<file path="config.mk">
export PLATFORM = sky130hd
export DESIGN_NAME = http_request_byte_parser_core
export DESIGN_NICKNAME = d
export VERILOG_FILES = /design/src/rtl/hrbp_pkg.sv /design/src/rtl/hrbp_sat_acc.sv /design/src/rtl/http_request_byte_parser_core.sv
export SDC_FILE = /design/constraint.sdc
export NUM_CORES = 1
export LEC_CHECK = 0
export BUFFER_PORTS_ARGS = -buffer_cell sky130_fd_sc_hd__buf_2
export CAP_MARGIN = 20
export CORE_MARGIN = 2
export CORE_UTILIZATION = 40
export CTS_CLUSTER_DIAMETER = 100
export DETAILED_ROUTE_END_ITERATION = 8
export SLEW_MARGIN = 20
export SYNTH_ARGS = -nofsm -noshare
export SYNTH_HDL_FRONTEND = slang
export SYNTH_SLANG_ARGS = --single-unit
</file>
<file path="constraint.sdc">
create_clock -name i_clk -period 12 [get_ports i_clk]
set_input_delay 1.8 -clock i_clk [delete_from_list [all_inputs] [get_ports i_clk]]
set_output_delay 1.8 -clock i_clk [all_outputs]
set_load 0.05 [all_outputs]
</file>
<file path="src/rtl/hrbp_pkg.sv">
package hrbp_pkg;

    localparam int COUNT_BITS_DEF = 32;

    typedef struct packed {
        logic [7:0] data_byte;
        logic       restart;
    } t_in_item;

    typedef struct packed {
        logic [1:0] status;
        logic [2:0] byte_kind;
        logic [7:0] byte_out;
        logic       header_begin;
        logic [7:0] version_major;
        logic [7:0] version_minor;
        logic       keep_alive;
        logic       chunked_mode;
    } t_out_item;

    localparam logic [1:0] ST_INCOMPLETE = 2'd0;
    localparam logic [1:0] ST_DONE       = 2'd1;
    localparam logic [1:0] ST_FAIL       = 2'd2;

    localparam logic [2:0] KIND_NONE   = 3'd0;
    localparam logic [2:0] KIND_METHOD = 3'd1;
    localparam logic [2:0] KIND_URI    = 3'd2;
    localparam logic [2:0] KIND_HNAME  = 3'd3;
    localparam logic [2:0] KIND_HVALUE = 3'd4;
    localparam logic [2:0] KIND_BODY   = 3'd5;

    typedef enum logic [29:0] {
        PH_MSTART  = 30'd1 << 0,  PH_METHOD  = 30'd1 << 1,
        PH_USTART  = 30'd1 << 2,  PH_URI     = 30'd1 << 3,
        PH_VERS    = 30'd1 << 4,  PH_MAJ0    = 30'd1 << 5,
        PH_MAJ     = 30'd1 << 6,  PH_MIN0    = 30'd1 << 7,
        PH_MIN     = 30'd1 << 8,  PH_VLF     = 30'd1 << 9,
        PH_HSTART  = 30'd1 << 10, PH_HLWS    = 30'd1 << 11,
        PH_HNAME   = 30'd1 << 12, PH_HSPACE  = 30'd1 << 13,
        PH_HVALUE  = 30'd1 << 14, PH_HLF     = 30'd1 << 15,
        PH_ENDLF   = 30'd1 << 16, PH_BODY    = 30'd1 << 17,
        PH_CSIZE   = 30'd1 << 18, PH_CEXTN   = 30'd1 << 19,
        PH_CEXTV   = 30'd1 << 20, PH_CSIZELF = 30'd1 << 21,
        PH_CLAST   = 30'd1 << 22, PH_CLASTLF = 30'd1 << 23,
        PH_CTRN    = 30'd1 << 24, PH_CTRV    = 30'd1 << 25,
        PH_CDATA   = 30'd1 << 26, PH_CDCR    = 30'd1 << 27,
        PH_CDLF    = 30'd1 << 28, PH_DONE    = 30'd1 << 29
    } t_phase;

    localparam logic [7:0] CH_CR = 8'h0d;
    localparam logic [7:0] CH_LF = 8'h0a;
    localparam logic [7:0] CH_SP = 8'h20;
    localparam logic [7:0] CH_HT = 8'h09;

    function automatic logic [7:0] lower(input logic [7:0] b);
        lower = (b >= "A" && b <= "Z") ? b + 8'd32 : b;
    endfunction

    function automatic logic is_digit(input logic [7:0] b);
        is_digit = b >= "0" && b <= "9";
    endfunction

    function automatic logic is_alpha(input logic [7:0] b);
        is_alpha = lower(b) >= "a" && lower(b) <= "z";
    endfunction

    function automatic logic is_ctl(input logic [7:0] b);
        is_ctl = b < 8'd32 || b == 8'd127;
    endfunction

    function automatic logic is_token(input logic [7:0] b);
        logic sep;
        sep = b == "(" || b == ")" || b == "<" || b == ">" || b == "@" || b == "," ||
              b == ";" || b == ":" || b == 8'h5c || b == 8'h22 || b == "/" ||
              b == "[" || b == "]" || b == "?" || b == "=" || b == "{" || b == "}";
        is_token = b >= 8'd33 && b <= 8'd126 && !sep;
    endfunction

    function automatic logic [7:0] meth_char(input logic [1:0] i, input logic [2:0] p);
        logic [47:0] s;
        unique case (i)
            2'd0:    s = {"POST", 16'h0};
            2'd1:    s = {"PUT", 24'h0};
            2'd2:    s = {"PATCH", 8'h0};
            default: s = "DELETE";
        endcase
        meth_char = (p < 3'd6) ? s[47 - 8*p -: 8] : 8'h0;
    endfunction

    function automatic logic [2:0] meth_len(input logic [1:0] i);
        unique case (i)
            2'd0:    meth_len = 3'd4;
            2'd1:    meth_len = 3'd3;
            2'd2:    meth_len = 3'd5;
            default: meth_len = 3'd6;
        endcase
    endfunction

    function automatic logic [7:0] name_char(input logic [1:0] i, input logic [4:0] p);
        logic [135:0] s;
        unique case (i)
            2'd0:    s = {"content-length", 24'h0};
            2'd1:    s = "transfer-encoding";
            default: s = {"connection", 56'h0};
        endcase
        name_char = (p < 5'd17) ? s[135 - 8*p -: 8] : 8'h0;
    endfunction

    function automatic logic [4:0] name_len(input logic [1:0] i);
        unique case (i)
            2'd0:    name_len = 5'd14;
            2'd1:    name_len = 5'd17;
            default: name_len = 5'd10;
        endcase
    endfunction

    function automatic logic [7:0] val_char(input logic i, input logic [3:0] p);
        logic [79:0] s;
        s = i ? "keep-alive" : {"chunked", 24'h0};
        val_char = (p < 4'd10) ? s[79 - 8*p -: 8] : 8'h0;
    endfunction

    function automatic logic [3:0] val_len(input logic i);
        val_len = i ? 4'd10 : 4'd7;
    endfunction

    function automatic logic [7:0] sat_ver(input logic [7:0] v, input logic [3:0] d);
        logic [12:0] r;
        r = {5'd0, v} * 13'd10 + {9'd0, d};
        sat_ver = (r > 13'd255) ? 8'd255 : r[7:0];
    endfunction

endpackage

</file>
<file path="src/rtl/hrbp_sat_acc.sv">
module hrbp_sat_acc import hrbp_pkg::*; #(
    parameter int COUNT_BITS = COUNT_BITS_DEF
) (
    input  logic [COUNT_BITS-1:0] i_acc,
    input  logic                  i_hex,
    input  logic [3:0]            i_digit,
    output logic [COUNT_BITS-1:0] o_acc
);
    // acc*base + d with saturation at all ones; base is 10 or 16 (shift-adds)
    logic [COUNT_BITS+4:0] w_prod;
    logic [COUNT_BITS+4:0] w_sum;

    always_comb begin
        if (i_hex) begin
            w_prod = {1'b0, i_acc, 4'd0};
        end else begin
            w_prod = {2'b0, i_acc, 3'd0} + {4'b0, i_acc, 1'b0};
        end
        w_sum = w_prod + {{(COUNT_BITS+1){1'b0}}, i_digit};
        if (w_sum[COUNT_BITS+4:COUNT_BITS] != 5'd0) begin
            o_acc = '1;
        end else begin
            o_acc = w_sum[COUNT_BITS-1:0];
        end
    end
endmodule

</file>
<file path="src/rtl/http_request_byte_parser_core.sv">
// HTTP/1.1 request byte parser.
// Input channel: one request byte per request (data_byte, restart) on
// i_in_valid / o_in_stall. Output channel: one result per byte on
// o_out_valid / i_out_stall, carrying status, byte tag, version and the
// keep-alive / chunked flags.
// Each byte is decoded by one pass of phase-machine logic and its result
// lands in the output register; throughput is one byte per cycle while
// the receiver does not stall.
// Input stall is raised only while a result is held and the receiver
// stalls; results wait in the output register, none are dropped.
// Reset (synchronous, active low) returns the parser to method start with
// no result pending. restart=1 clears parse state before its own byte.
// After completion or failure every byte answers failed status until
// restart.
module http_request_byte_parser_core import hrbp_pkg::*; #(
    parameter int COUNT_BITS = COUNT_BITS_DEF
) (
    input  logic      i_clk,
    input  logic      i_rst_n,
    input  logic      i_in_valid,
    output logic      o_in_stall,
    input  t_in_item  i_in_data,
    output logic      o_out_valid,
    input  logic      i_out_stall,
    output t_out_item o_out_data
);
    t_phase r_ph, n_ph, w_ph;
    logic [7:0] r_maj, n_maj, w_maj, r_min, n_min, w_min;
    logic [COUNT_BITS-1:0] r_body, n_body, w_body, r_lacc, n_lacc, w_lacc;
    logic [COUNT_BITS-1:0] r_chunk, n_chunk, w_chunk;
    logic r_hexend, n_hexend, w_hexend, r_chk, n_chk, w_chk, r_ka, n_ka, w_ka;
    logic [3:0] r_mflg, n_mflg, w_mflg;
    logic [2:0] r_mpos, n_mpos, w_mpos;
    logic [2:0] r_nflg, n_nflg, w_nflg;
    logic [4:0] r_npos, n_npos, w_npos;
    logic [1:0] r_vflg, n_vflg, w_vflg;
    logic [3:0] r_vpos, n_vpos, w_vpos;
    logic r_cseen, n_cseen, w_cseen, r_anyh, n_anyh, w_anyh;
    logic [1:0] r_clst, n_clst, w_clst;
    logic r_clneg, n_clneg, w_clneg, r_ccur, n_ccur, w_ccur;
    logic r_cka, n_cka, w_cka;
    logic r_ovld;
    t_out_item r_out, n_out;

    logic w_take;
    logic [7:0] b, lb;
    logic [COUNT_BITS-1:0] w_acc_in, w_acc_out;
    logic w_acc_hex;
    logic [3:0] w_digit;

    assign o_in_stall  = r_ovld && i_out_stall;
    assign o_out_valid = r_ovld;
    assign o_out_data  = r_out;
    assign w_take      = i_in_valid && !o_in_stall;
    assign b  = i_in_data.data_byte;
    assign lb = lower(b);

    always_comb begin
        if (i_in_data.restart) begin
            w_ph = PH_MSTART; w_maj = '0; w_min = '0; w_body = '0; w_lacc = '0;
            w_chunk = '0; w_hexend = 1'b0; w_chk = 1'b0; w_ka = 1'b0;
            w_mflg = '1; w_mpos = '0; w_nflg = '1; w_npos = '0;
            w_vflg = '1; w_vpos = '0; w_cseen = 1'b0; w_anyh = 1'b0;
            w_clst = '0; w_clneg = 1'b0; w_ccur = 1'b0; w_cka = 1'b0;
        end else begin
            w_ph = r_ph; w_maj = r_maj; w_min = r_min; w_body = r_body;
            w_lacc = r_lacc; w_chunk = r_chunk; w_hexend = r_hexend;
            w_chk = r_chk; w_ka = r_ka; w_mflg = r_mflg; w_mpos = r_mpos;
            w_nflg = r_nflg; w_npos = r_npos; w_vflg = r_vflg; w_vpos = r_vpos;
            w_cseen = r_cseen; w_anyh = r_anyh; w_clst = r_clst;
            w_clneg = r_clneg; w_ccur = r_ccur; w_cka = r_cka;
        end
    end

    // one shared accumulate: decimal Content-Length or hex chunk size
    assign w_acc_hex = (w_ph == PH_CSIZE);
    assign w_acc_in  = w_acc_hex ? w_chunk : w_lacc;
    always_comb begin
        if (is_digit(lb)) begin
            w_digit = lb[3:0];
        end else begin
            w_digit = lb[3:0] + 4'd9;
        end
    end

    hrbp_sat_acc #(.COUNT_BITS(COUNT_BITS)) u_acc (
        .i_acc   (w_acc_in),
        .i_hex   (w_acc_hex),
        .i_digit (w_digit),
        .o_acc   (w_acc_out)
    );

    always_comb begin
        logic fail, done, hbeg, bodym;
        logic [2:0] kind;
        logic [1:0] vf;
        logic [3:0] vp;
        fail = 1'b0; done = 1'b0; hbeg = 1'b0; kind = KIND_NONE; bodym = 1'b0;
        vf = '0; vp = '0;
        n_ph = w_ph; n_maj = w_maj; n_min = w_min; n_body = w_body;
        n_lacc = w_lacc; n_chunk = w_chunk; n_hexend = w_hexend; n_chk = w_chk;
        n_ka = w_ka; n_mflg = w_mflg; n_mpos = w_mpos; n_nflg = w_nflg;
        n_npos = w_npos; n_vflg = w_vflg; n_vpos = w_vpos; n_cseen = w_cseen;
        n_anyh = w_anyh; n_clst = w_clst; n_clneg = w_clneg; n_ccur = w_ccur;
        n_cka = w_cka;

        for (int i = 0; i < 4; i++) begin
            if (w_mflg[i] && w_mpos == meth_len(2'(i))) bodym = 1'b1;
        end

        // header value byte handling, used by HLWS and HVALUE
        for (int i = 0; i < 2; i++) begin
            vf[i] = w_vflg[i] && (w_vpos < val_len(1'(i))) && (lb == val_char(1'(i), w_vpos));
        end
        vp = (w_vpos < 4'd15) ? w_vpos + 4'd1 : w_vpos;

        unique case (w_ph)
            PH_MSTART, PH_METHOD: begin
                if (w_ph == PH_METHOD && b == CH_SP) begin
                    n_ph = PH_USTART;
                end else if (!is_token(b)) begin
                    fail = 1'b1;
                end else begin
                    for (int i = 0; i < 4; i++) begin
                        n_mflg[i] = w_mflg[i] && (w_mpos < meth_len(2'(i))) &&
                                    (b == meth_char(2'(i), w_mpos));
                    end
                    if (w_mpos < 3'd7) n_mpos = w_mpos + 3'd1;
                    kind = KIND_METHOD; n_ph = PH_METHOD;
                end
            end
            PH_USTART: begin
                if (is_ctl(b)) fail = 1'b1;
                else begin kind = KIND_URI; n_ph = PH_URI; end
            end
            PH_URI: begin
                if (b == CH_SP) begin
                    n_npos = '0; n_ph = PH_VERS;
                end else if (b == CH_CR) begin
                    n_maj = 8'd0; n_min = 8'd9; done = 1'b1;
                end else if (is_ctl(b)) begin
                    fail = 1'b1;
                end else begin
                    kind = KIND_URI;
                end
            end
            PH_VERS: begin
                if ((w_npos == 5'd0 && b == "H") || (w_npos == 5'd1 && b == "T") ||
                    (w_npos == 5'd2 && b == "T") || (w_npos == 5'd3 && b == "P") ||
                    (w_npos == 5'd4 && b == "/")) begin
                    n_npos = w_npos + 5'd1;
                    if (w_npos == 5'd4) begin
                        n_maj = '0; n_min = '0; n_ph = PH_MAJ0;
                    end
                end else begin
                    fail = 1'b1;
                end
            end
            PH_MAJ0: begin
                if (is_digit(b)) begin n_maj = {4'd0, b[3:0]}; n_ph = PH_MAJ; end
                else fail = 1'b1;
            end
            PH_MAJ: begin
                if (b == ".") n_ph = PH_MIN0;
                else if (is_digit(b)) n_maj = sat_ver(w_maj, b[3:0]);
                else fail = 1'b1;
            end
            PH_MIN0: begin
                if (is_digit(b)) begin n_min = {4'd0, b[3:0]}; n_ph = PH_MIN; end
                else fail = 1'b1;
            end
            PH_MIN: begin
                if (b == CH_CR) n_ph = PH_VLF;
                else if (is_digit(b)) n_min = sat_ver(w_min, b[3:0]);
                else fail = 1'b1;
            end
            PH_VLF, PH_HLF: begin
                if (b == CH_LF) n_ph = PH_HSTART; else fail = 1'b1;
            end
            PH_HSTART: begin
                if (b == CH_CR) begin
                    n_ph = PH_ENDLF;
                end else if (w_anyh && (b == CH_SP || b == CH_HT)) begin
                    n_ph = PH_HLWS;
                end else if (!is_token(b)) begin
                    fail = 1'b1;
                end else begin
                    n_anyh = 1'b1;
                    for (int i = 0; i < 3; i++) begin
                        n_nflg[i] = (lb == name_char(2'(i), 5'd0));
                    end
                    n_npos = 5'd1; n_vflg = '1; n_vpos = '0;
                    n_clst = '0; n_clneg = 1'b0; n_lacc = '0; n_ccur = 1'b0;
                    kind = KIND_HNAME; hbeg = 1'b1; n_ph = PH_HNAME;
                end
            end
            PH_HNAME: begin
                if (b == ":") begin
                    if (!w_cseen && w_nflg[2] && w_npos == name_len(2'd2)) begin
                        n_cseen = 1'b1; n_ccur = 1'b1; n_cka = 1'b0;
                    end
                    n_ph = PH_HSPACE;
                end else if (!is_token(b)) begin
                    fail = 1'b1;
                end else begin
                    for (int i = 0; i < 3; i++) begin
                        n_nflg[i] = w_nflg[i] && (w_npos < name_len(2'(i))) &&
                                    (lb == name_char(2'(i), w_npos));
                    end
                    if (w_npos < 5'd31) n_npos = w_npos + 5'd1;
                    kind = KIND_HNAME;
                end
            end
            PH_HSPACE: begin
                if (b == CH_SP) n_ph = PH_HVALUE; else fail = 1'b1;
            end
            PH_HLWS, PH_HVALUE: begin
                if (b == CH_CR) begin
                    n_ph = PH_HLF;
                    if (w_ph == PH_HVALUE && bodym) begin
                        if (w_nflg[0] && w_npos == name_len(2'd0)) begin
                            n_body = w_clneg ? '0 : w_lacc;
                        end else if (w_nflg[1] && w_npos == name_len(2'd1) &&
                                     w_vflg[0] && w_vpos == val_len(1'b0)) begin
                            n_chk = 1'b1;
                        end
                    end
                end else if (w_ph == PH_HLWS && (b == CH_SP || b == CH_HT)) begin
                    n_ph = w_ph;
                end else if (is_ctl(b)) begin
                    fail = 1'b1;
                end else begin
                    kind = KIND_HVALUE; n_ph = PH_HVALUE;
                    n_vflg = vf; n_vpos = vp;
                    if (w_clst == 2'd0) begin
                        if (b == CH_SP) begin
                            n_clst = 2'd0;
                        end else if (b == "+") begin
                            n_clst = 2'd1;
                        end else if (b == "-") begin
                            n_clst = 2'd1; n_clneg = 1'b1;
                        end else if (is_digit(b)) begin
                            n_lacc = COUNT_BITS'(b[3:0]); n_clst = 2'd1;
                        end else begin
                            n_clst = 2'd2;
                        end
                    end else if (w_clst == 2'd1) begin
                        if (is_digit(b)) n_lacc = w_acc_out;
                        else n_clst = 2'd2;
                    end
                    if (w_ccur) n_cka = vf[1] && vp == val_len(1'b1);
                end
            end
            PH_ENDLF: begin
                if (b != CH_LF) begin
                    fail = 1'b1;
                end else begin
                    if (w_cseen) n_ka = w_cka;
                    else if (w_maj == 8'd1 && w_min == 8'd1) n_ka = 1'b1;
                    if (w_chk) n_ph = PH_CSIZE;
                    else if (w_body == '0) done = 1'b1;
                    else n_ph = PH_BODY;
                end
            end
            PH_BODY: begin
                kind = KIND_BODY;
                if (w_body != '0) n_body = w_body - 1'b1;
                if (w_body <= COUNT_BITS'(1)) done = 1'b1;
            end
            PH_CSIZE: begin
                if (is_digit(b) || is_alpha(b)) begin
                    if (!(is_digit(lb) || (lb >= "a" && lb <= "f"))) n_hexend = 1'b1;
                    else if (!w_hexend) n_chunk = w_acc_out;
                end else if (b == ";") n_ph = PH_CEXTN;
                else if (b == CH_CR) n_ph = PH_CSIZELF;
                else fail = 1'b1;
            end
            PH_CEXTN: begin
                if (is_digit(b) || is_alpha(b) || b == CH_SP) n_ph = w_ph;
                else if (b == "=") n_ph = PH_CEXTV;
                else if (b == CH_CR) n_ph = PH_CSIZELF;
                else fail = 1'b1;
            end
            PH_CEXTV, PH_CTRV: begin
                if (is_digit(b) || is_alpha(b) || b == CH_SP) n_ph = w_ph;
                else if (b == CH_CR) n_ph = PH_CSIZELF;
                else fail = 1'b1;
            end
            PH_CSIZELF: begin
                if (b != CH_LF) begin
                    fail = 1'b1;
                end else begin
                    n_hexend = 1'b0;
                    n_ph = (w_chunk == '0) ? PH_CLAST : PH_CDATA;
                end
            end
            PH_CLAST: begin
                if (b == CH_CR) n_ph = PH_CLASTLF;
                else if (is_alpha(b)) n_ph = PH_CTRN;
                else fail = 1'b1;
            end
            PH_CLASTLF: begin
                if (b == CH_LF) done = 1'b1; else fail = 1'b1;
            end
            PH_CTRN: begin
                if (is_digit(b) || is_alpha(b)) n_ph = w_ph;
                else if (b == ":") n_ph = PH_CTRV;
                else fail = 1'b1;
            end
            PH_CDATA: begin
                kind = KIND_BODY;
                if (w_chunk != '0) n_chunk = w_chunk - 1'b1;
                if (w_chunk <= COUNT_BITS'(1)) n_ph = PH_CDCR;
            end
            PH_CDCR: begin
                if (b == CH_CR) n_ph = PH_CDLF; else fail = 1'b1;
            end
            PH_CDLF: begin
                if (b == CH_LF) n_ph = PH_CSIZE; else fail = 1'b1;
            end
            default: fail = 1'b1;
        endcase

        n_out.status = ST_INCOMPLETE;
        if (fail) begin
            n_out.status = ST_FAIL; kind = KIND_NONE; hbeg = 1'b0; n_ph = PH_DONE;
        end else if (done) begin
            n_out.status = ST_DONE; n_ph = PH_DONE;
        end
        n_out.byte_kind     = kind;
        n_out.byte_out      = (kind != KIND_NONE) ? b : 8'd0;
        n_out.header_begin  = hbeg;
        n_out.version_major = n_maj;
        n_out.version_minor = n_min;
        n_out.keep_alive    = n_ka;
        n_out.chunked_mode  = n_chk;
    end

    always_ff @(posedge i_clk) begin
        if (!i_rst_n) begin
            r_ph <= PH_MSTART; r_maj <= '0; r_min <= '0; r_body <= '0;
            r_lacc <= '0; r_chunk <= '0; r_hexend <= 1'b0; r_chk <= 1'b0;
            r_ka <= 1'b0; r_mflg <= '1; r_mpos <= '0; r_nflg <= '1;
            r_npos <= '0; r_vflg <= '1; r_vpos <= '0; r_cseen <= 1'b0;
            r_anyh <= 1'b0; r_clst <= '0; r_clneg <= 1'b0; r_ccur <= 1'b0;
            r_cka <= 1'b0; r_ovld <= 1'b0;
        end else begin
            if (w_take) begin
                r_ph <= n_ph; r_maj <= n_maj; r_min <= n_min; r_body <= n_body;
                r_lacc <= n_lacc; r_chunk <= n_chunk; r_hexend <= n_hexend;
                r_chk <= n_chk; r_ka <= n_ka; r_mflg <= n_mflg; r_mpos <= n_mpos;
                r_nflg <= n_nflg; r_npos <= n_npos; r_vflg <= n_vflg;
                r_vpos <= n_vpos; r_cseen <= n_cseen; r_anyh <= n_anyh;
                r_clst <= n_clst; r_clneg <= n_clneg; r_ccur <= n_ccur;
                r_cka <= n_cka;
                r_ovld <= 1'b1;
            end else if (!i_out_stall) begin
                r_ovld <= 1'b0;
            end
        end
    end

    always_ff @(posedge i_clk) begin
        if (w_take) r_out <= n_out;
    end
endmodule

</file>
[After elaboration in Yosys (flattened, before gate mapping)]
Cells that the tools add are included.
Word-level totals
  flip-flop bits (word level): 206
  output and inout bits: 34
  input port bits: 13
Cells by class
  mux-type cells: 322
  reductions and logical operators: 93
  shift operators: 9
  bitwise gates (word level): 1
  multiply operators: 2
  eq/ne operators: 87
  add/sub/neg operators: 14
  order comparisons: 30
Operator list (number)
  two-way mux 136 bit: 18
  two-way mux 30 bit: 39
  two-way mux 32 bit: 27
  case mux 30 bit (23 select lines): 1
  two-way mux 48 bit: 12
  indexed part select 143 x 33 -> 8 bit: 3
  two-way mux 8 bit: 28
  indexed part select 55 x 33 -> 8 bit: 4
  case mux 32 bit (2 select lines): 3
  indexed part select 87 x 33 -> 8 bit (first input constant): 2
  equality test 8 x 6 -> 1 bit (second input constant): 15
  equality test 8 bit: 12
  two-way mux 1 bit: 92
  two-way mux 5 bit: 18
  two-way mux 3 bit: 28
  equality test 8 x 7 -> 1 bit (second input constant): 10
  <= comparator 32 x 1 -> 1 bit (second input constant): 2
  logical NOT 32 bit: 2
  case mux 8 bit (4 select lines): 2
  nonzero test 32 bit: 2
  subtractor 32 x 1 -> 32 bit (second input constant): 2
  two-way mux 2 bit: 27
  two-way mux 4 bit: 13
  logical AND 1 bit: 48
  other kinds (86): 148

[Depth between registers and ports, before layout]
Gate-level depths: netlist of run 1.
  word-level depth: 29
  gate-level depth with buffers: 35
  mapped depth without buffers: 23

[Cells and area by module]
A second synthesis of run 1 with hierarchy kept.
Unflattened totals
  cells, all modules: 2982
  area, all modules: 21160.3 sq um
By module, submodules not included
  http_request_byte_parser_core: area each 17744.5 sq um, cells each 2488, times used 1, sequential area each 4444.3 sq um
  hrbp_sat_acc: area each 3415.8 sq um, cells each 494, times used 1, sequential area each 0.0 sq um

[Worst setup path after synthesis of run 1]
OpenSTA, ideal clock, no wires.
  path kind: input -> register
  from: input i_in_data[0] (netlist name)
  to: register r_lacc[0]
  path slack: 2.523 ns
  data arrival time: 9.349 ns
  required time: 11.872 ns
  setup time: 0.128 ns
  stages on the path: 35
  cells stage by stage: buf_2 buf_2 buf_2 buf_2 buf_1 clkbuf_1 buf_2 buf_1 buf_1 buf_1 clkbuf_1 buf_1 buf_1 buf_1 a21oi_1 ha_1 fa_1 clkbuf_1 nand2b_1 nor3_1 o211ai_1 nor3_1 or3_1 a221oi_1 mux2i_1 and4_4 nand4b_2 or2_1 buf_2 nor4_4 o21ai_4 buf_6 buf_6 o31ai_2 o21ai_1
Between the ends
  word-level cells in the longest chain between the ends: 15
  elaborated cells between the ends (all ways): 34
RTL lines
  from (decl): RTL line http_request_byte_parser_core.sv:22  | input t_in_item i_in_data,
  two-way mux 30 bit: RTL line http_request_byte_parser_core.sv:59  | if (i_in_data.restart) begin
  equality test 30 x 19 -> 1 bit: RTL line http_request_byte_parser_core.sv:76  | assign w_acc_hex = (w_ph == PH_CSIZE);
  two-way mux 32 bit: RTL line http_request_byte_parser_core.sv:77  | assign w_acc_in = w_acc_hex ? w_chunk : w_lacc;
  adder 35 x 33 -> 36 bit: RTL line hrbp_sat_acc.sv:17  | w_prod = {2'b0, i_acc, 3'd0} + {4'b0, i_acc, 1'b0};
  two-way mux 37 bit: RTL line hrbp_sat_acc.sv:14  | if (i_hex) begin
  adder 37 x 4 -> 37 bit: RTL line hrbp_sat_acc.sv:19  | w_sum = w_prod + {{(COUNT_BITS+1){1'b0}}, i_digit};
  nonzero test 5 bit: RTL line hrbp_sat_acc.sv:20  | if (w_sum[COUNT_BITS+4:COUNT_BITS] != 5'd0) begin
  two-way mux 32 bit: RTL line hrbp_sat_acc.sv:20
  two-way mux 32 bit: RTL line http_request_byte_parser_core.sv:248  | if (is_digit(b)) n_lacc = w_acc_out;
  two-way mux 32 bit: RTL line http_request_byte_parser_core.sv:247  | end else if (w_clst == 2'd1) begin
  two-way mux 32 bit: RTL line http_request_byte_parser_core.sv:235  | if (w_clst == 2'd0) begin
  two-way mux 32 bit: RTL line http_request_byte_parser_core.sv:230  | end else if (is_ctl(b)) begin
  two-way mux 32 bit: RTL line http_request_byte_parser_core.sv:228  | end else if (w_ph == PH_HLWS && (b == CH_SP || b == CH_HT)) begin
  two-way mux 32 bit: RTL line http_request_byte_parser_core.sv:218  | if (b == CH_CR) begin
  case mux 32 bit (2 select lines) (*): RTL line http_request_byte_parser_core.sv:117  | unique case (w_ph)
  to (signal assigned): RTL line http_request_byte_parser_core.sv:350  | r_lacc <= n_lacc; r_chunk <= n_chunk; r_hexend <= n_hexend;
  to (decl): RTL line http_request_byte_parser_core.sv:29  | logic [COUNT_BITS-1:0] r_body, n_body, w_body, r_lacc, n_lacc, w_lacc;
Every way passes the cells marked *; elsewhere a longest branch is shown, timed or not.
A chain may end at the register's enable or synchronous reset.

[Final worst setup path of run 1]
  from: input i_in_data[0] (netlist name)
  to: register r_lacc[12]
The elaborated chain is that of the path after synthesis.

==> results of run 1 <==
==> worst reg2reg max path, stage by stage, from the launching register on <==
cell       delay (ps)
dfxtp_1           380
nor3_1            530
nand4_1           380
nor4_4            330
buf_4             590
nor2_1            240
o21bai_1          260
ha_1              340
a21o_1            150
maj3_1            300
nand2_1           160
a2111oi_2         870
a211oi_1          170
or4_1             570
nand3_2           120
and4_4            250
nand4b_2          150
or2_1             380
o21a_1            270
o21ai_4           640
buf_4             500
o211ai_1          180
a211oi_1          280
==> path summary, 6_finish.rpt <==
kind	start	endpoint	slack, ps
setup reg to reg	r_ph[26]$_SDFFE_PN0P_	r_lacc[12]$_SDFFE_PN0P_	3930
setup / recovery	i_in_data[0]	r_lacc[12]$_SDFFE_PN0P_	2710
hold reg to reg	r_anyh$_SDFFE_PN0P_	r_anyh$_SDFFE_PN0P_	460
hold / removal	r_anyh$_SDFFE_PN0P_	r_anyh$_SDFFE_PN0P_	460
==> routing by layer <==
| layer | up-vias | track usage | share of wire |
|---|---|---|---|
| met5 | - | 0 | 0 |
| met3 | 300 | 0.04187 | 0.082 |
| met1 | 12157 | 0.4005 | 0.41 |
| li1 | 12082 | - | - |
| met2 | 1345 | 0.4796 | 0.44 |
| met4 | 0 | 0.1767 | 0.063 |
==> sequential cells by signal (all words and copies together), names as in the netlist <==
register / count
r_vpos: 4
r_lacc: 32
r_anyh: 1
r_chk: 1
r_ccur: 1
r_chunk: 32
r_cka: 1
r_nflg: 3
r_npos: 5
r_clneg: 1
r_ph: 30
r_clst: 2
r_cseen: 1
r_vflg: 2
r_maj: 8
r_hexend: 1
o_out_valid: 1
o_out_data: 32
r_min: 8
r_ka: 1
r_mpos: 3
r_body: 32
r_mflg: 4
==> through the flow <==
stage          power [mW]  area (µm²)  setup slack, ps  hold WS [ps]    util
2_1_floorplan      0.9493       22670             2523         427.1       -
3_3_place_gp        1.044       23210             2503         439.6  0.4133
3_5_place_dp        1.044       23210             2338         448.3  0.4133
4_1_cts             1.957       24210             2960         458.8  0.4310
5_1_grt             2.017       24220             2322         483.3  0.4313
6_report            1.951       24220             2711         459.6  0.4313
==> report_power, final <==
| group | total, mW | switching (mW) | internal, mW | leakage (nW) |
|---|---|---|---|---|
| clock | 0.914 | 0.371 | 0.543 | 0.490 |
| sequential | 0.739 | 0.0227 | 0.717 | 1.73 |
| combinational | 0.298 | 0.218 | 0.0804 | 6.31 |
==> area by class of cell <==
| class | instances | area share |
|---|---|---|
| clock buffers | 29 | 0.02949 |
| clock inverters | 23 | 0.01152 |
| flip-flops and latches | 206 | 0.1835 |
| well taps | 756 | 0.03905 |
| multi-input cells | 2819 | 0.7000 |
| inverters | 69 | 0.01100 |
| repair buffers | 96 | 0.02546 |
==> Yosys cell counts, types with 25 or more instances <==
cell type / instances
buf_1: 34
o211ai_1: 50
nand2_1: 411
and3_1: 25
a22oi_1: 40
clkbuf_1: 197
edfxtp_1: 32
nor3b_1: 31
inv_1: 67
a31oi_1: 42
o22ai_1: 34
a211oi_1: 31
ha_1: 76
nand2b_1: 36
xor2_1: 38
o21ai_0: 302
a21oi_1: 292
nand3_1: 94
nand4_1: 37
a21boi_0: 31
o31ai_1: 26
dfxtp_1: 174
and2_1: 25
o21ai_1: 29
nor2b_1: 87
nor4_1: 54
a21o_1: 32
nor3_1: 144
xnor2_1: 104
o21a_1: 30
mux2i_1: 31
nor2_1: 345
==> cell families after synthesis <==
group | after synthesis | share of synthesized area
buffers and inverters | 331 | 0.05818
xor gates and xnor gates | 142 | 0.05487
muxes | 37 | 0.01667
AOI/OAI and AO/OA | 1120 | 0.3116
and+or+nand+nor | 1429 | 0.3113
adders and majority gates | 91 | 0.05123
DFF | 206 | 0.1961
==> impl_metrics.toml, run 1 <==
[clocking]
post-cts-setup-buffers = 0
cts_tree = "yes"
path_clk_slew_ps = 70
ctsResizeCount = 0
clk_root_buffer_cell = "clkbuf_16"
cts_inserted_buffers = 28
cts_buffer_depth = 3
clock_sinks = 206
clk_latency_ps = 620
cts_hold_buf = 0
cts_max_level = 1

[worst_hold_path]
whs_path_depth = 2
worstHoldPathType = "flip-flop to flip-flop"

[drt]
drtIter0Drc = 2897
wirelength_um = 93010
via_count = 25884
firstDrtPassIters = 6
via_per_inst = 6.474
wl_per_cell_um = 23.26
antenna_left = 0
drc = 0

[job]
cap_viol_max_count = 0

[timing]
rsz0062_at_grt = "no"
clock_skew_ps = 65.65
period_needed_ps = 9289
slew_headroom = 0.2734
fin_crit_sh = 0.7741
hold_viol = 0
max_freq_ghz = 0.1077
drv_slew = 0
tightest_slew_ps = 1087
setup_viol = 0
tns_ps = 0

[yosys]
synth.largest_area_cell = "dfxtp_1"
ys.flop_type = "dfxtp_1"
yosysTopAreaCellShare = 0.1537
yosysWarnings = 0
syn_avg_cell_area_um2 = 6.754
yosysSeqAreaShare = 0.1961
synth_area_mm2 = 0.02267
synth_fp_nets = 3451
synth.area.top_cells = "dfxtp_1 (15%), nand2_1 (6.8%), o21ai_0 (6.7%), a21oi_1 (6.4%), nor2_1 (5.7%)"
synth_edf_count = 32
synth-seq-cells = 206
netlist_instances = 3356
async_reset_ff_frac = 0
netlist-cell-type-count = 99

[floorplanning]
die-area_mm2 = 0.05858
start_util = 0.4035
die_w_um = 242.0
coreArea_mm2 = 0.05617
placementRows = 87
die_h_um = 242.0
ios = 47

[cells_and_area]
regArea_mm2 = 0.004444
antennaDiodeCount = 0
nets = 3315
drive_gt1_frac = 0.06601
multi_input_area_mm2 = 0.01696
fillers = 6059
syn_to_final_growth_pct = 6.873
fin_cells = 3998
final_cell_mix = "nand2_1 (410), nor2_1 (343), o21ai_0 (301), a21oi_1 (292), dfxtp_1 (174)"
final_common_cell = "nand2_1"

[global_routing]
grt_max_degree = 96
grt-ovfl-total = 0
antenna_found_initial = 0
grt_first_pass_wirelength_um = 143900
grt_pass1_vias = 24055
grt_usage = 0.3053

[pwr]
p_leak_nw = 8.535
vdd.ir_drop.worst_uv = 110.9
powerDensity_mw_per_mm2 = 80.55

[placement]
gp_congestion = 1.022
io_buffers = 46
dp_cells = 3945
hpwlAfterDp_um = 67020

[setup_path]
worstPathArrival_ps = 9820
reg2reg_depth = 22
crit_slowest_cell = "a2111oi_2"
path_class = "input pin to flip-flop"
worst_setup_path_start_kind = "input pin"
path_cells = "clkbuf_8, nor3_1, nand4_1, nor4_4, buf_4, nor2_1, o21bai_1, ha_1, a21o_1, maj3_1, nand2_1, a2111oi_2, a211oi_1, or4_1, nand3_2, and4_4, nand4b_2, or2_1, o21a_1, o21ai_4, buf_4, o211ai_1, a211oi_1"
crit_fanout = 95
max_stage_delay_ps = 870
worstSetupEndpointType = "flip-flop"
required_ps = 12530
cp_top_family = "simple AND/OR/NAND/NOR gates"
crit_buf_inv = 3
cp.depth = 23

[run_status]
outcome = "completed"
Note: power is estimated with default switching activity, not from simulation.
==> run 2, diff against run 1 <==
==> constraint.sdc (replaced) <==
create_clock -name i_clk -period 8.5 [get_ports i_clk]
set_input_delay 1.275 -clock i_clk [delete_from_list [all_inputs] [get_ports i_clk]]
set_output_delay 1.275 -clock i_clk [all_outputs]
set_load 0.05 [all_outputs]
==> impl_metrics.toml, run 2 (synthesized netlist as in run 1, its figures left out) <==
[floorplanning]
die_w_um = 242.0
placementRows = 87
die_h_um = 242.0
start_util = 0.4035
die-area_mm2 = 0.05858
coreArea_mm2 = 0.05617
ios = 47

[pwr]
powerDensity_mw_per_mm2 = 114.9
p_leak_nw = 8.640
vdd.ir_drop.worst_uv = 115.1

[drt]
wl_per_cell_um = 23.81
drc = 0
wirelength_um = 95610
via_per_inst = 6.495
antenna_left = 0
firstDrtPassIters = 6
drtIter0Drc = 3179
via_count = 26076

[global_routing]
grt_pass1_vias = 23992
grt.busiest_layer = "met2"
grt_usage = 0.3110
grt_max_degree = 139
use_met3 = 0.04830
use_met1 = 0.4006
grtUsageMet2 = 0.4948
grt-ovfl-total = 0
grt_first_pass_wirelength_um = 146100
antenna_found_initial = 1

[clocking]
clk_root_buffer_cell = "clkbuf_16"
cts_max_level = 1
cts_tree = "yes"
post-cts-setup-buffers = 0
cts_inserted_buffers = 28
path_clk_slew_ps = 60
clk_latency_ps = 620
cts_buffer_depth = 3
ctsResizeCount = 0
clock_sinks = 206
cts_hold_buf = 0

[timing]
tightest_slew_ps = 1204
max_freq_ghz = 0.1319
period_needed_ps = 7580
tns_ps = 0
drv_slew = 0
setup_viol = 0
fin_crit_sh = 0.8918
rsz0062_at_grt = "no"
hold_viol = 0
slew_headroom = 0.1764
clock_skew_ps = 65.57
fin_ws_ps = 919.9

[worst_hold_path]
worstHoldPathType = "flip-flop to flip-flop"

[placement]
dp_slack_ps = 493.8
io_buffers = 46
gp_congestion = 1.025
hpwlAfterDp_um = 69940

[setup_path]
crit_fanout = 71
path_class = "input pin to flip-flop"
worstPathArrival_ps = 8090
worstSetupEndpointType = "flip-flop"
worst_setup_path_start_kind = "input pin"
required_ps = 9010

[run_status]
outcome = "completed"

[cells_and_area]
antennaDiodeCount = 0
drive_gt1_frac = 0.07057
fillers = 6038
final_common_cell = "nand2_1"
final_cell_mix = "nand2_1 (410), nor2_1 (344), o21ai_0 (302), a21oi_1 (292), dfxtp_1 (174)"
syn_to_final_growth_pct = 7.762
nets = 3332

[job]
cap_viol_max_count = 0
==> run 2: final timing paths <==
| check | endpoint | cells past startpoint | startpoint | slack (ps) |
|---|---|---|---|---|
| max reg2reg | r_lacc[31]$_SDFFE_PN0P_ | 21 | r_ph[24]$_SDFFE_PN0P_ | 1160 |
| min | r_anyh$_SDFFE_PN0P_ | 2 | r_anyh$_SDFFE_PN0P_ | 460 |
| max | r_lacc[31]$_SDFFE_PN0P_ | 22 | i_in_data[0] | 920 |
| min reg2reg | r_anyh$_SDFFE_PN0P_ | 2 | r_anyh$_SDFFE_PN0P_ | 460 |
==> run 2: report_power, final <==
part,leakage [nW],total [mW],switching [mW],internal (mW)
combinational,6.40,0.428,0.310,0.117
sequential,1.73,1.04,0.0323,1.01
clock,0.506,1.33,0.529,0.806
total,8.64,2.81,0.871,1.94
==> run 2: metrics by stage <==
stage,util,hold WS (ps),instances,power (mW),area (µm²)
2_1_floorplan,-,427.1,3356,1.341,22670
3_3_place_gp,0.4163,440.4,3963,1.484,23380
3_5_place_dp,0.4163,442.3,3963,1.481,23380
4_1_cts,0.4346,452.6,4015,2.821,24410
5_1_grt,0.4348,465.8,4015,2.900,24420
6_report,0.4348,458.0,4015,2.806,24420
==> run 2: routing by layer <==
layer  routed length, µm  share of wire  up-vias
li1                    -              -    12122
met1               39050           0.41    12288
met2               42390           0.44     1361
met3                8081          0.085      305
met4                6085          0.064        0
met5                   0              0        -
==> run 2: final cells by class <==
cell class                      count  area [µm²]  share of cell area
Clock buffer                       29       725.7             0.02971
Multi-Input combinational cell   2819       16960              0.6944
Clock inverter                     23       300.3             0.01229
Sequential cell                   206        4444              0.1820
Tap cell                          756       945.9             0.03873
Timing Repair Buffer              113       782.0             0.03202
Inverter                           69       266.5             0.01091
==> run 2: critical path, cell delays in order <==
cell and delay (ps):
clkbuf_8 170, nor3_1 320, nand4_1 360, nor4_4 690, buf_12 390, nand2_1 170, o21ai_0 110, ha_1 340
nor2b_1 230, nand3_1 150, mux2i_1 120, a2111oi_0 1020, o211ai_2 390, xnor2_1 230, o21ai_2 210, nand4b_2 170
or2_1 370, nor4_4 370, o21ai_4 160, buf_12 210, o31a_1 290, o31a_1 230
